$ cat src/rtl/core/rmr_pkg.sv
// Shared types and constants of the rational multiply and reduce core.
package rmr_pkg;

  // Fixed widths of the result fields.
  localparam int unsigned OUT_NUM_W = 63;
  localparam int unsigned OUT_DEN_W = 62;

  // Largest positive numerator that the result field may carry.
  localparam logic [OUT_NUM_W-1:0] POS_LIMIT = {1'b0, {(OUT_NUM_W-1){1'b1}}};

  // Controller states.
  typedef enum logic [2:0] {
    ST_IDLE,
    ST_MUL_NUM,
    ST_MUL_DEN,
    ST_GCD,
    ST_DIV_NUM,
    ST_NEXT_DIV,
    ST_DIV_DEN,
    ST_FINISH
  } rmr_state_e;

  // Commands from the controller to the datapath.
  typedef struct packed {
    logic load;           // capture an accepted input item
    logic mul_num;        // multiply the numerator magnitudes
    logic mul_den;        // multiply the denominators
    logic gcd_step;       // one binary GCD iteration
    logic div_start_num;  // form the divisor and start dividing the numerator
    logic div_start_den;  // keep the numerator quotient, start on the denominator
    logic div_step;       // one restoring division step
    logic out_load;       // move the finished result into the output register
  } rmr_cmd_t;

  // Status from the datapath to the controller.
  typedef struct packed {
    logic zero;      // the numerator product is zero
    logic gcd_done;  // both GCD operands are equal
    logic div_last;  // the current division step is the final one
    logic out_free;  // the output register can take a result this cycle
  } rmr_sts_t;

endpackage

$ cat src/rtl/core/rmr_if.sv
// Valid/ready channel interfaces for the input fractions and the reduced product.
interface rmr_in_if #(
  parameter int unsigned VALUE_WIDTH = 32
);
  logic                          valid;
  logic                          ready;
  logic signed [VALUE_WIDTH-1:0] numerator_a;
  logic        [VALUE_WIDTH-2:0] denominator_a;
  logic signed [VALUE_WIDTH-1:0] numerator_b;
  logic        [VALUE_WIDTH-2:0] denominator_b;

  modport source (
    output valid, numerator_a, denominator_a, numerator_b, denominator_b,
    input  ready
  );
  modport sink (
    input  valid, numerator_a, denominator_a, numerator_b, denominator_b,
    output ready
  );
endinterface

interface rmr_out_if;
  logic                                 valid;
  logic                                 ready;
  logic signed [rmr_pkg::OUT_NUM_W-1:0] product_numerator;
  logic        [rmr_pkg::OUT_DEN_W-1:0] product_denominator;

  modport source (
    output valid, product_numerator, product_denominator,
    input  ready
  );
  modport sink (
    input  valid, product_numerator, product_denominator,
    output ready
  );
endinterface

$ cat src/rtl/core/rmr_ctrl.sv
// Sequencing state machine of the rational multiply and reduce core.
module rmr_ctrl (
  input  logic              clk_i,
  input  logic              rst_ni,
  input  logic              in_valid_i,
  output logic              in_ready_o,
  input  rmr_pkg::rmr_sts_t sts_i,
  output rmr_pkg::rmr_cmd_t cmd_o
);
  import rmr_pkg::*;

  rmr_state_e state_q, state_d;

  // State register.
  always_ff @(posedge clk_i or negedge rst_ni) begin
    if (!rst_ni) begin
      state_q <= ST_IDLE;
    end else begin
      state_q <= state_d;
    end
  end

  // Next state and commands.
  always_comb begin
    state_d    = state_q;
    cmd_o      = '0;
    in_ready_o = 1'b0;
    unique case (state_q)
      ST_IDLE: begin
        in_ready_o = 1'b1;
        if (in_valid_i) begin
          cmd_o.load = 1'b1;
          state_d    = ST_MUL_NUM;
        end
      end
      ST_MUL_NUM: begin
        cmd_o.mul_num = 1'b1;
        state_d       = sts_i.zero ? ST_FINISH : ST_MUL_DEN;
      end
      ST_MUL_DEN: begin
        cmd_o.mul_den = 1'b1;
        state_d       = ST_GCD;
      end
      ST_GCD: begin
        if (sts_i.gcd_done) begin
          cmd_o.div_start_num = 1'b1;
          state_d             = ST_DIV_NUM;
        end else begin
          cmd_o.gcd_step = 1'b1;
        end
      end
      ST_DIV_NUM: begin
        cmd_o.div_step = 1'b1;
        if (sts_i.div_last) begin
          state_d = ST_NEXT_DIV;
        end
      end
      ST_NEXT_DIV: begin
        cmd_o.div_start_den = 1'b1;
        state_d             = ST_DIV_DEN;
      end
      ST_DIV_DEN: begin
        cmd_o.div_step = 1'b1;
        if (sts_i.div_last) begin
          state_d = ST_FINISH;
        end
      end
      ST_FINISH: begin
        if (sts_i.out_free) begin
          cmd_o.out_load = 1'b1;
          state_d        = ST_IDLE;
        end
      end
      default: begin
        state_d = ST_IDLE;
      end
    endcase
  end

endmodule

$ cat src/rtl/core/rmr_datapath.sv
// Multiplier, binary GCD unit, restoring divider and output register of the core.
module rmr_datapath #(
  parameter int unsigned VALUE_WIDTH = 32
) (
  input  logic                                  clk_i,
  input  logic                                  rst_ni,
  input  rmr_pkg::rmr_cmd_t                     cmd_i,
  output rmr_pkg::rmr_sts_t                     sts_o,
  input  logic signed [VALUE_WIDTH-1:0]         numerator_a_i,
  input  logic        [VALUE_WIDTH-2:0]         denominator_a_i,
  input  logic signed [VALUE_WIDTH-1:0]         numerator_b_i,
  input  logic        [VALUE_WIDTH-2:0]         denominator_b_i,
  input  logic                                  out_ready_i,
  output logic                                  out_valid_o,
  output logic signed [rmr_pkg::OUT_NUM_W-1:0]  product_numerator_o,
  output logic        [rmr_pkg::OUT_DEN_W-1:0]  product_denominator_o
);
  import rmr_pkg::*;

  // Products need two bits fewer than twice the input width, plus one.
  localparam int unsigned PW    = 2 * VALUE_WIDTH - 1;
  localparam int unsigned CNT_W = $clog2(PW);

  // Captured operands.
  logic [VALUE_WIDTH-1:0] mag_a_q, mag_b_q;
  logic [VALUE_WIDTH-1:0] den_a_q, den_b_q;
  logic                   neg_q, zero_q;

  // Products, GCD operands and divider state.
  logic [PW-1:0]    num_q, den_q;
  logic [PW-1:0]    x_q, y_q;
  logic [CNT_W-1:0] k_q;
  logic [PW-1:0]    div_q, rem_q, quo_q, num_res_q;
  logic [CNT_W-1:0] cnt_q;

  // Output register.
  logic                        out_valid_q;
  logic signed [OUT_NUM_W-1:0] out_num_q;
  logic        [OUT_DEN_W-1:0] out_den_q;

  // Sign and magnitude split of the inputs; a zero denominator counts as one.
  logic [VALUE_WIDTH-1:0] mag_a_in, mag_b_in, den_a_in, den_b_in;
  assign mag_a_in = numerator_a_i[VALUE_WIDTH-1] ? -numerator_a_i : numerator_a_i;
  assign mag_b_in = numerator_b_i[VALUE_WIDTH-1] ? -numerator_b_i : numerator_b_i;
  assign den_a_in = (denominator_a_i == '0) ? VALUE_WIDTH'(1) : {1'b0, denominator_a_i};
  assign den_b_in = (denominator_b_i == '0) ? VALUE_WIDTH'(1) : {1'b0, denominator_b_i};

  // One shared multiplier for both products.
  logic [VALUE_WIDTH-1:0]   mul_a, mul_b;
  logic [2*VALUE_WIDTH-1:0] mul_p;
  assign mul_a = cmd_i.mul_num ? mag_a_q : den_a_q;
  assign mul_b = cmd_i.mul_num ? mag_b_q : den_b_q;
  assign mul_p = mul_a * mul_b;

  // Binary GCD step: strip common and single factors of two, else subtract the smaller from the larger and halve.
  logic [PW-1:0]    x_d, y_d, x_minus_y, y_minus_x;
  logic [CNT_W-1:0] k_d;
  assign x_minus_y = x_q - y_q;
  assign y_minus_x = y_q - x_q;

  always_comb begin
    x_d = x_q;
    y_d = y_q;
    k_d = k_q;
    if (!x_q[0] && !y_q[0]) begin
      x_d = x_q >> 1;
      y_d = y_q >> 1;
      k_d = k_q + CNT_W'(1);
    end else if (!x_q[0]) begin
      x_d = x_q >> 1;
    end else if (!y_q[0]) begin
      y_d = y_q >> 1;
    end else if (x_q > y_q) begin
      x_d = x_minus_y >> 1;
    end else begin
      y_d = y_minus_x >> 1;
    end
  end

  // Restoring division step: one quotient bit a cycle.
  logic [PW:0]   partial;
  logic          ge;
  logic [PW:0]   partial_sub;
  assign partial     = {rem_q, quo_q[PW-1]};
  assign ge          = partial >= {1'b0, div_q};
  assign partial_sub = partial - {1'b0, div_q};

  // Signed numerator of the result with positive saturation.
  logic [OUT_NUM_W-1:0] num_mag_ext, num_signed;
  assign num_mag_ext = OUT_NUM_W'(num_res_q);
  always_comb begin
    if (neg_q) begin
      num_signed = -num_mag_ext;
    end else if (num_mag_ext > POS_LIMIT) begin
      num_signed = POS_LIMIT;
    end else begin
      num_signed = num_mag_ext;
    end
  end

  // Operand capture and products.
  always_ff @(posedge clk_i) begin
    if (cmd_i.load) begin
      mag_a_q <= mag_a_in;
      mag_b_q <= mag_b_in;
      den_a_q <= den_a_in;
      den_b_q <= den_b_in;
      neg_q   <= numerator_a_i[VALUE_WIDTH-1] ^ numerator_b_i[VALUE_WIDTH-1];
      zero_q  <= (mag_a_in == '0) || (mag_b_in == '0);
    end
    if (cmd_i.mul_num) begin
      num_q <= mul_p[PW-1:0];
      x_q   <= mul_p[PW-1:0];
      k_q   <= '0;
    end else if (cmd_i.mul_den) begin
      den_q <= mul_p[PW-1:0];
      y_q   <= mul_p[PW-1:0];
    end else if (cmd_i.gcd_step) begin
      x_q <= x_d;
      y_q <= y_d;
      k_q <= k_d;
    end
  end

  // Divider registers, shared by the numerator and the denominator.
  always_ff @(posedge clk_i) begin
    if (cmd_i.div_start_num) begin
      div_q <= x_q << k_q;
      quo_q <= num_q;
      rem_q <= '0;
      cnt_q <= '0;
    end else if (cmd_i.div_start_den) begin
      num_res_q <= quo_q;
      quo_q     <= den_q;
      rem_q     <= '0;
      cnt_q     <= '0;
    end else if (cmd_i.div_step) begin
      rem_q <= ge ? partial_sub[PW-1:0] : partial[PW-1:0];
      quo_q <= {quo_q[PW-2:0], ge};
      cnt_q <= cnt_q + CNT_W'(1);
    end
  end

  // Output valid flag.
  always_ff @(posedge clk_i or negedge rst_ni) begin
    if (!rst_ni) begin
      out_valid_q <= 1'b0;
    end else if (cmd_i.out_load) begin
      out_valid_q <= 1'b1;
    end else if (out_ready_i) begin
      out_valid_q <= 1'b0;
    end
  end

  // Output payload; a zero product reads as 0/1.
  always_ff @(posedge clk_i) begin
    if (cmd_i.out_load) begin
      if (zero_q) begin
        out_num_q <= '0;
        out_den_q <= OUT_DEN_W'(1);
      end else begin
        out_num_q <= num_signed;
        out_den_q <= OUT_DEN_W'(quo_q);
      end
    end
  end

  assign sts_o.zero     = zero_q;
  assign sts_o.gcd_done = (x_q == y_q);
  assign sts_o.div_last = (cnt_q == CNT_W'(PW - 1));
  assign sts_o.out_free = !out_valid_q || out_ready_i;

  assign out_valid_o           = out_valid_q;
  assign product_numerator_o   = out_num_q;
  assign product_denominator_o = out_den_q;

  // The GCD loop never steps once its operands have met.
  assert property (@(posedge clk_i) disable iff (!rst_ni)
    cmd_i.gcd_step |-> (x_q != y_q))
    else $error("GCD step issued with equal operands");

  // The partial remainder always stays below the divisor.
  assert property (@(posedge clk_i) disable iff (!rst_ni)
    cmd_i.div_step |-> (rem_q < div_q))
    else $error("Division remainder not below divisor");

  // A zero product is delivered as 0/1.
  assert property (@(posedge clk_i) disable iff (!rst_ni)
    (cmd_i.out_load && zero_q) |=>
      (out_valid_q && out_num_q == '0 && out_den_q == OUT_DEN_W'(1)))
    else $error("Zero product not delivered as 0/1");

endmodule

$ cat src/rtl/core/rational_multiply_reduce_core.sv
// Multiplies two fractions and reduces the product to lowest terms; one
// transfer in gives one transfer out. An item runs twice through the shared
// multiplier, then a binary GCD loop of one step a cycle (at most
// 2*(2*VALUE_WIDTH-1) steps, set by the operand bit lengths) and two
// restoring divisions on one shared divider; a zero numerator skips
// the denominator product, the GCD loop and the divisions. The core takes
// one item at a time, but a finished result waits in the output register
// while the next item is accepted.
module rational_multiply_reduce_core #(
  parameter int unsigned VALUE_WIDTH = 32
) (
  input  logic       clk_i,
  input  logic       rst_ni,
  rmr_in_if.sink     in_i,
  rmr_out_if.source  out_o
);
  import rmr_pkg::*;

  rmr_cmd_t cmd;
  rmr_sts_t sts;
  logic     in_ready;

  // Sequencer.
  rmr_ctrl u_ctrl (
    .clk_i      (clk_i),
    .rst_ni     (rst_ni),
    .in_valid_i (in_i.valid),
    .in_ready_o (in_ready),
    .sts_i      (sts),
    .cmd_o      (cmd)
  );

  // Arithmetic and output register.
  rmr_datapath #(
    .VALUE_WIDTH (VALUE_WIDTH)
  ) u_datapath (
    .clk_i                 (clk_i),
    .rst_ni                (rst_ni),
    .cmd_i                 (cmd),
    .sts_o                 (sts),
    .numerator_a_i         (in_i.numerator_a),
    .denominator_a_i       (in_i.denominator_a),
    .numerator_b_i         (in_i.numerator_b),
    .denominator_b_i       (in_i.denominator_b),
    .out_ready_i           (out_o.ready),
    .out_valid_o           (out_o.valid),
    .product_numerator_o   (out_o.product_numerator),
    .product_denominator_o (out_o.product_denominator)
  );

  assign in_i.ready = in_ready;

endmodule
$ cat src/flat_wrapper.sv
// flat-port wrapper written by rule: the top's interface ports become plain ports
module rational_multiply_reduce_core_flat import rmr_pkg::*;
#(
  parameter int unsigned VALUE_WIDTH = 32
)
  (clk_i, rst_ni, in_i_valid, in_i_numerator_a, in_i_denominator_a, in_i_numerator_b, in_i_denominator_b, in_i_ready, out_o_valid, out_o_product_numerator, out_o_product_denominator, out_o_ready);
  rmr_in_if #(.VALUE_WIDTH(VALUE_WIDTH)) in_i_i ();
  rmr_out_if out_o_i ();
  input  logic clk_i;
  input  logic rst_ni;
  input wire logic [$bits(in_i_i.valid)-1:0] in_i_valid;
  input wire logic [$bits(in_i_i.numerator_a)-1:0] in_i_numerator_a;
  input wire logic [$bits(in_i_i.denominator_a)-1:0] in_i_denominator_a;
  input wire logic [$bits(in_i_i.numerator_b)-1:0] in_i_numerator_b;
  input wire logic [$bits(in_i_i.denominator_b)-1:0] in_i_denominator_b;
  output wire logic [$bits(in_i_i.ready)-1:0] in_i_ready;
  output wire logic [$bits(out_o_i.valid)-1:0] out_o_valid;
  output wire logic [$bits(out_o_i.product_numerator)-1:0] out_o_product_numerator;
  output wire logic [$bits(out_o_i.product_denominator)-1:0] out_o_product_denominator;
  input wire logic [$bits(out_o_i.ready)-1:0] out_o_ready;
  assign in_i_i.valid = in_i_valid;
  assign in_i_i.numerator_a = in_i_numerator_a;
  assign in_i_i.denominator_a = in_i_denominator_a;
  assign in_i_i.numerator_b = in_i_numerator_b;
  assign in_i_i.denominator_b = in_i_denominator_b;
  assign in_i_ready = in_i_i.ready;
  assign out_o_valid = out_o_i.valid;
  assign out_o_product_numerator = out_o_i.product_numerator;
  assign out_o_product_denominator = out_o_i.product_denominator;
  assign out_o_i.ready = out_o_ready;
  rational_multiply_reduce_core #(.VALUE_WIDTH(VALUE_WIDTH)) u_core (.clk_i(clk_i), .rst_ni(rst_ni), .in_i(in_i_i), .out_o(out_o_i));
endmodule
$ cat config.mk
export PLATFORM = sky130hd
export DESIGN_NAME = rational_multiply_reduce_core_flat
export DESIGN_NICKNAME = d
export VERILOG_FILES = /design/src/rtl/core/rmr_pkg.sv /design/src/rtl/core/rmr_if.sv /design/src/rtl/core/rmr_ctrl.sv /design/src/rtl/core/rmr_datapath.sv /design/src/rtl/core/rational_multiply_reduce_core.sv /design/src/flat_wrapper.sv
export SDC_FILE = /design/constraint.sdc
export NUM_CORES = 2
export LEC_CHECK = 0
export ABC_AREA = 0
export ABC_CLOCK_PERIOD_IN_PS = 13000
export BUFFER_PORTS_ARGS = -buffer_cell sky130_fd_sc_hd__buf_2
export CAP_MARGIN = 20
export CORE_MARGIN = 1
export CORE_UTILIZATION = 45
export DETAILED_ROUTE_END_ITERATION = 8
export GPL_TIMING_DRIVEN = 0
export SKIP_LAST_GASP = 1
export SLEW_MARGIN = 10
export SYNTH_ARGS = -nofsm -noshare
export SYNTH_HDL_FRONTEND = slang
export SYNTH_SLANG_ARGS = --single-unit
$ cat constraint.sdc
create_clock -name clk_i -period 13 [get_ports clk_i]
set_input_delay 1.3 -clock clk_i [delete_from_list [all_inputs] [get_ports clk_i]]
set_output_delay 1.3 -clock clk_i [all_outputs]
set_load 0.005 [all_outputs]
* Word level (Yosys, flattened, before mapping)
Index checks and enable logic that the tools add are counted.
** Operators by class
- Bitwise logic cells :: 4
- Magnitude comparators :: 3
- $add $sub $neg :: 8
- Shift operators :: 1
- Div/mod/pow operators :: 0
- Muxes and demuxes :: 44
- Reductions and logical operators :: 26
- Multipliers :: 1
- Equal/unequal tests :: 18
** Operator list (count)
- $mux W63 :: 19
- $sub A63 B63 Y63 :: 3
- $mux W32 :: 4
- $ge A64 B63 Y1 :: 1
- $logic_not A32 Y1 :: 2
- $neg A32 Y32 :: 2
- $eq A63 B63 Y1 :: 1
- $gt A63 B62 Y1 const B :: 1
- $gt A63 B63 Y1 :: 1
- $mul A32 B32 Y63 :: 1
- $neg A63 Y63 :: 1
- $shl A63 B6 Y63 :: 1
- $logic_not A31 Y1 :: 2
- $pmux W3 S8 :: 1
- $mux W3 :: 6
- $mux W1 :: 13
- $add A6 B1 Y6 const B :: 2
- $eq A3 B3 Y1 const B :: 4
- $ne A2 B1 Y1 const B :: 4
- $ne A4 B2 Y1 const B :: 2
- $reduce_and A4 Y1 :: 2
- $eq A3 B2 Y1 const B :: 2
- $eq A6 B6 Y1 const B :: 1
- $reduce_and A2 Y1 :: 3
- 15 further kinds :: 26
** Storage, ports and cells
- Memory bits (writable) :: 0
- Input bits :: 130
- Memories :: 0
- Register bits after elaboration :: 775
- ROM bits :: 0
- Latch bits :: 0

* Longest topological paths before layout
- Word-level depth :: 8
- Depth in mapped cells :: 37

* Cells and area by module
Synthesis repeated with hierarchy kept, for this count alone.
** Unflattened totals
- Cell total of the unflattened synthesis :: 8554
- Area, all modules :: 80440.9 um^2
** By module, submodules not included
- rmr_datapath :: area each 80184.4 um^2, instances 1, cells an instance 8519
- rmr_ctrl :: area each 256.5 um^2, instances 1, cells an instance 35

* Worst setup path after synthesis
Ideal clock, no wire load.
- Kind :: input to register
- From :: input port out_o_ready
- To :: register u_core.u_datapath.out_den_q[0], in the netlist u_core.u_datapath.product_denominator_o[0], enable pin
- Arrival time :: 10.429 ns
- Cell stages on the path :: 2
- Data required time :: 12.213 ns
- Path buffers :: 0
- Setup slack :: 1.784 ns
- Library setup time :: 0.787 ns
- Path through :: nor2b_1 -> nor3b_1
** RTL lines
- from (decl) :: RTL line flat_wrapper.sv:20 : input wire logic [$bits(out_o_i.ready)-1:0] out_o_ready;
- to (signal assigned) :: RTL line rmr_datapath.sv:163 : out_den_q <= OUT_DEN_W'(quo_q);
- to (decl) :: RTL line rmr_datapath.sv:39 : logic [OUT_DEN_W-1:0] out_den_q;

* Worst setup path in the final report
- From :: register u_core.u_ctrl.state_q[1]
- To :: register u_core.u_datapath.x_q[57], data pin
** On the way
- Longest elaborated chain between the ends :: 5
- Elaborated cells between the ends (all ways) :: 6
- Those cells by class :: 1 x mul; 1 x eq/ne; 4 x mux
** Ends and longest elaborated chain
- from (decl) :: RTL line rmr_ctrl.sv:12 : rmr_state_e state_q, state_d;
- from (signal assigned) :: RTL line rmr_ctrl.sv:19 : state_q <= state_d;
- $eq A3 B1 Y1 * :: RTL line rmr_ctrl.sv:28 : unique case (state_q)
- $mux W1 * :: RTL line rmr_ctrl.sv:28
- $mux W32 (on tied branches) :: RTL line rmr_datapath.sv:51, rmr_datapath.sv:52
- $mul A32 B32 Y63 * :: RTL line rmr_datapath.sv:53 : assign mul_p = mul_a * mul_b;
- named net u_core.u_datapath.mul_p[57] :: RTL line rmr_datapath.sv:50 : logic [2*VALUE_WIDTH-1:0] mul_p;
- $mux W63 * :: RTL line rmr_datapath.sv:111 : if (cmd_i.mul_num) begin
- to (signal assigned) :: RTL line rmr_datapath.sv:113 : x_q <= mul_p[PW-1:0];
- to (decl) :: RTL line rmr_datapath.sv:31 : logic [PW-1:0] x_q, y_q;
The timed path passes the listed nets; every way through them passes the cells marked *.
A chain may end at the register's enable or synchronous reset.

==> flow_metrics.tcl <==
set metrics [dict create \
    status "completed" \
    fillers 16800 \
    worstSetupPathType "reg2reg" \
    r2r_cells 29 \
    vias 68900 \
    worst_slack_ns 0.0839 \
    area_growth_syn_to_layout_pct 10.9 \
    rsz0062_at_grt "false" \
    yosysTopAreaCell "edfxtp_1" \
    gp_congestion 1.08 \
    crit_required_ns 13.60 \
    finalMaxSlewViolations 0 \
    grt_max_degree 64 \
    cp-end-kind "flip-flop" \
    syn_area_mm2 0.0803 \
    first_pass_iters 6 \
    worst_clock_skew_ns 0.0672 \
    core_mm2 0.177 \
    antenna_found_initial 7 \
    synth_nets 10200 \
    rows 154 \
    clkLatencyLatePin_ns 0.78 \
    post-place-ws_ns -0.797 \
    synth-seq-cells 773 \
    fin_hold_ws_ns 0.348 \
    synth.area.top_cells "edfxtp_1, fa_1, ha_1, nand2_1, inv_1" \
    worst-path-buf-inv 9 \
    yosysSeqAreaShare_pct 27.9 \
    antenna_left 0 \
    drive_above_1_share_pct 7.31 \
    synth_cells 8752 \
    max_cap_viol_count 0 \
    ys_warn_count 0 \
    dp_cells 11400 \
    dp_hpwl_mm 288 \
    slew-limit-headroom_pct 10.8 \
    synth.most_common_cell "nand2_1" \
    start_util_pct 45.5 \
    slowest_delay_ns 1.08 \
    finalSetupViolCount 0 \
    cp-startpoint "u_core.u_ctrl.state_q[1]" \
    syn_avg_cell_area_um2 9.18 \
    cts_tree "yes" \
    grt_pass1_wl_mm 492 \
    finalNonFillerCells 11600 \
    synth_common_cells "nand2_1, inv_1, fa_1, nor2_1, edfxtp_1" \
    synth_ff_type "edfxtp_1" \
    hold_path_class "in2async" \
    fmax_ghz 0.0774 \
    async_reset_ff_share_pct 0.517 \
    die_h_um 425 \
    slowest_stage "mux2i_1" \
    synth_edf_count 694 \
    cts_root_buf "clkbuf_16" \
    portBuffers 253 \
    via_per_inst 5.94 \
    finish.utilization_pct 50.4 \
    hold_viol 0 \
    die_w_um 425 \
    reg2reg_slack_ns 0.08 \
    period_share_pct 99.4 \
    cp_common_cell "fa_1" \
    synth_cell_types 87 \
    avgRoutedWirePerCell_um 29.8 \
    cts.clk_slew.worst_paths_ns 0.06 \
    grtUsageTotal_pct 38.2 \
    worstMarginPinSlew_ns 1.33 \
    start_kind "flip-flop" \
    die-area_mm2 0.180 \
    cts.sinks 773 \
    cp_max_fo 10 \
    cts_max_path_buffers 3 \
    drc_errors 0 \
    postCtsHoldBufs 0 \
    reg2reg_to "u_core.u_datapath.x_q[57]" \
    finalWirelength_mm 345 \
    final_nets 10700 \
    min_period_ns 12.92 \
    cts_htree_levels 3 \
    grt-ovfl-total 0 \
    crit_family "adder cells" \
    crit_arrival_ns 13.52 \
    r2r-start "u_core.u_ctrl.state_q[1]" \
    cts_inserted_buffers 91 \
    drtIter0Drc 6717 \
    grt_pass1_vias 69400 \
    synth_top_area_share_pct 25.9 \
    ios 257 \
]
## layout by cell type, fill, tap and decap left out, drive strengths merged, types with 85 or more instances in the layout
master,n
nor2b,93
mux2i,149
nand3,85
clkbuf,596
nor2,895
buf,377
ha,453
nand4,93
fa,898
a21oi,496
o21ai,291
edfxtp,694
xnor2,209
inv,1189
a221oi,85
nor3,121
xor2,111
a21o,146
nand2,1222
## routing by layer
layer / GRT usage (%) / wire (um) / vias to the layer above
met5: 0 / 28 / -
met4: 27.3 / 29800 / 4
li1: - / - / 30100
met3: 6.28 / 26400 / 914
met1: 46.4 / 130000 / 34400
met2: 61.8 / 159000 / 3535
## state kept, by name (all words and copies together), names as in the netlist, 3 cells and up
register and count:
u_core.u_datapath.k_q 6, u_core.u_datapath.product_denominator_o 62, u_core.u_datapath.cnt_q 6, u_core.u_datapath.product_numerator_o 63, u_core.u_datapath.den_a_q 31, u_core.u_datapath.mag_a_q 32, u_core.u_datapath.num_q 63, u_core.u_datapath.mag_b_q 32
u_core.u_datapath.div_q 63, u_core.u_datapath.rem_q 63, u_core.u_datapath.quo_q 63, u_core.u_datapath.y_q 63, u_core.u_datapath.num_mag_ext 63, u_core.u_datapath.den_q 63, u_core.u_ctrl.state_q 3, u_core.u_datapath.x_q 63
u_core.u_datapath.den_b_q 31
## area by class of cell
class                           count  area (um^2)  share of cell area, %
Antenna cell                        1         2.50                0.00281
Inverter                         1183         4440                   4.99
Buffer                            531         2100                   2.36
Clock inverter                     61          727                  0.816
Multi-Input combinational cell   6262        51700                   58.1
Clock buffer                      105         2330                   2.62
Timing Repair Buffer              343         2360                   2.65
Sequential cell                   773        22400                   25.2
Tap cell                         2340         2930                   3.29
## metrics by stage
stage | instance area [um^2] | setup TNS (ns)
floorplan | 80300 | 0
global placement | 84500 | -357.44
detailed placement | 85800 | -22.55
CTS | 88900 | -0.0654
global route | 89100 | 0
finish | 89100 | 0
## worst max-delay path by stage
| stage | to | slack (ns) | cells after the start |
|---|---|---|---|
| 2_1_floorplan | u_core.u_datapath.product_denominator_o[0] | 1.78 | 2 |
| 3_3_place_gp | u_core.u_datapath.y_q[46] | -1.63 | 12 |
| 3_5_place_dp | u_core.u_datapath.x_q[61] | -0.80 | 34 |
| 4_1_cts | u_core.u_datapath.x_q[61] | -0.07 | 34 |
| 5_1_grt | u_core.u_datapath.x_q[50] | 0.008 | 33 |
| 6_report | u_core.u_datapath.x_q[57] | 0.08 | 29 |
## cell families after synthesis
kind of cell    Yosys count  synth area share (%)
buf+inv                1717                  8.04
mux                     203                  3.27
flops                   773                  27.9
compound gates         1585                  12.7
fa+ha+maj              1351                  29.4
xor+xnor                320                  3.49
simple gates           2803                  15.1
## what timing repair did
item | in CTS | in global routing
setup endpoints to repair | 76 | 69
setup buffers | 1 | 0
hold endpoints to repair | 0 | 0
gates resized for setup | 16 | 73
pin swaps | 1 | 0
cloned | 0 | 0
Power is left out: the tool's default activity adds up to more than one toggle a clock period on the data nets, which glitch-free logic cannot reach.
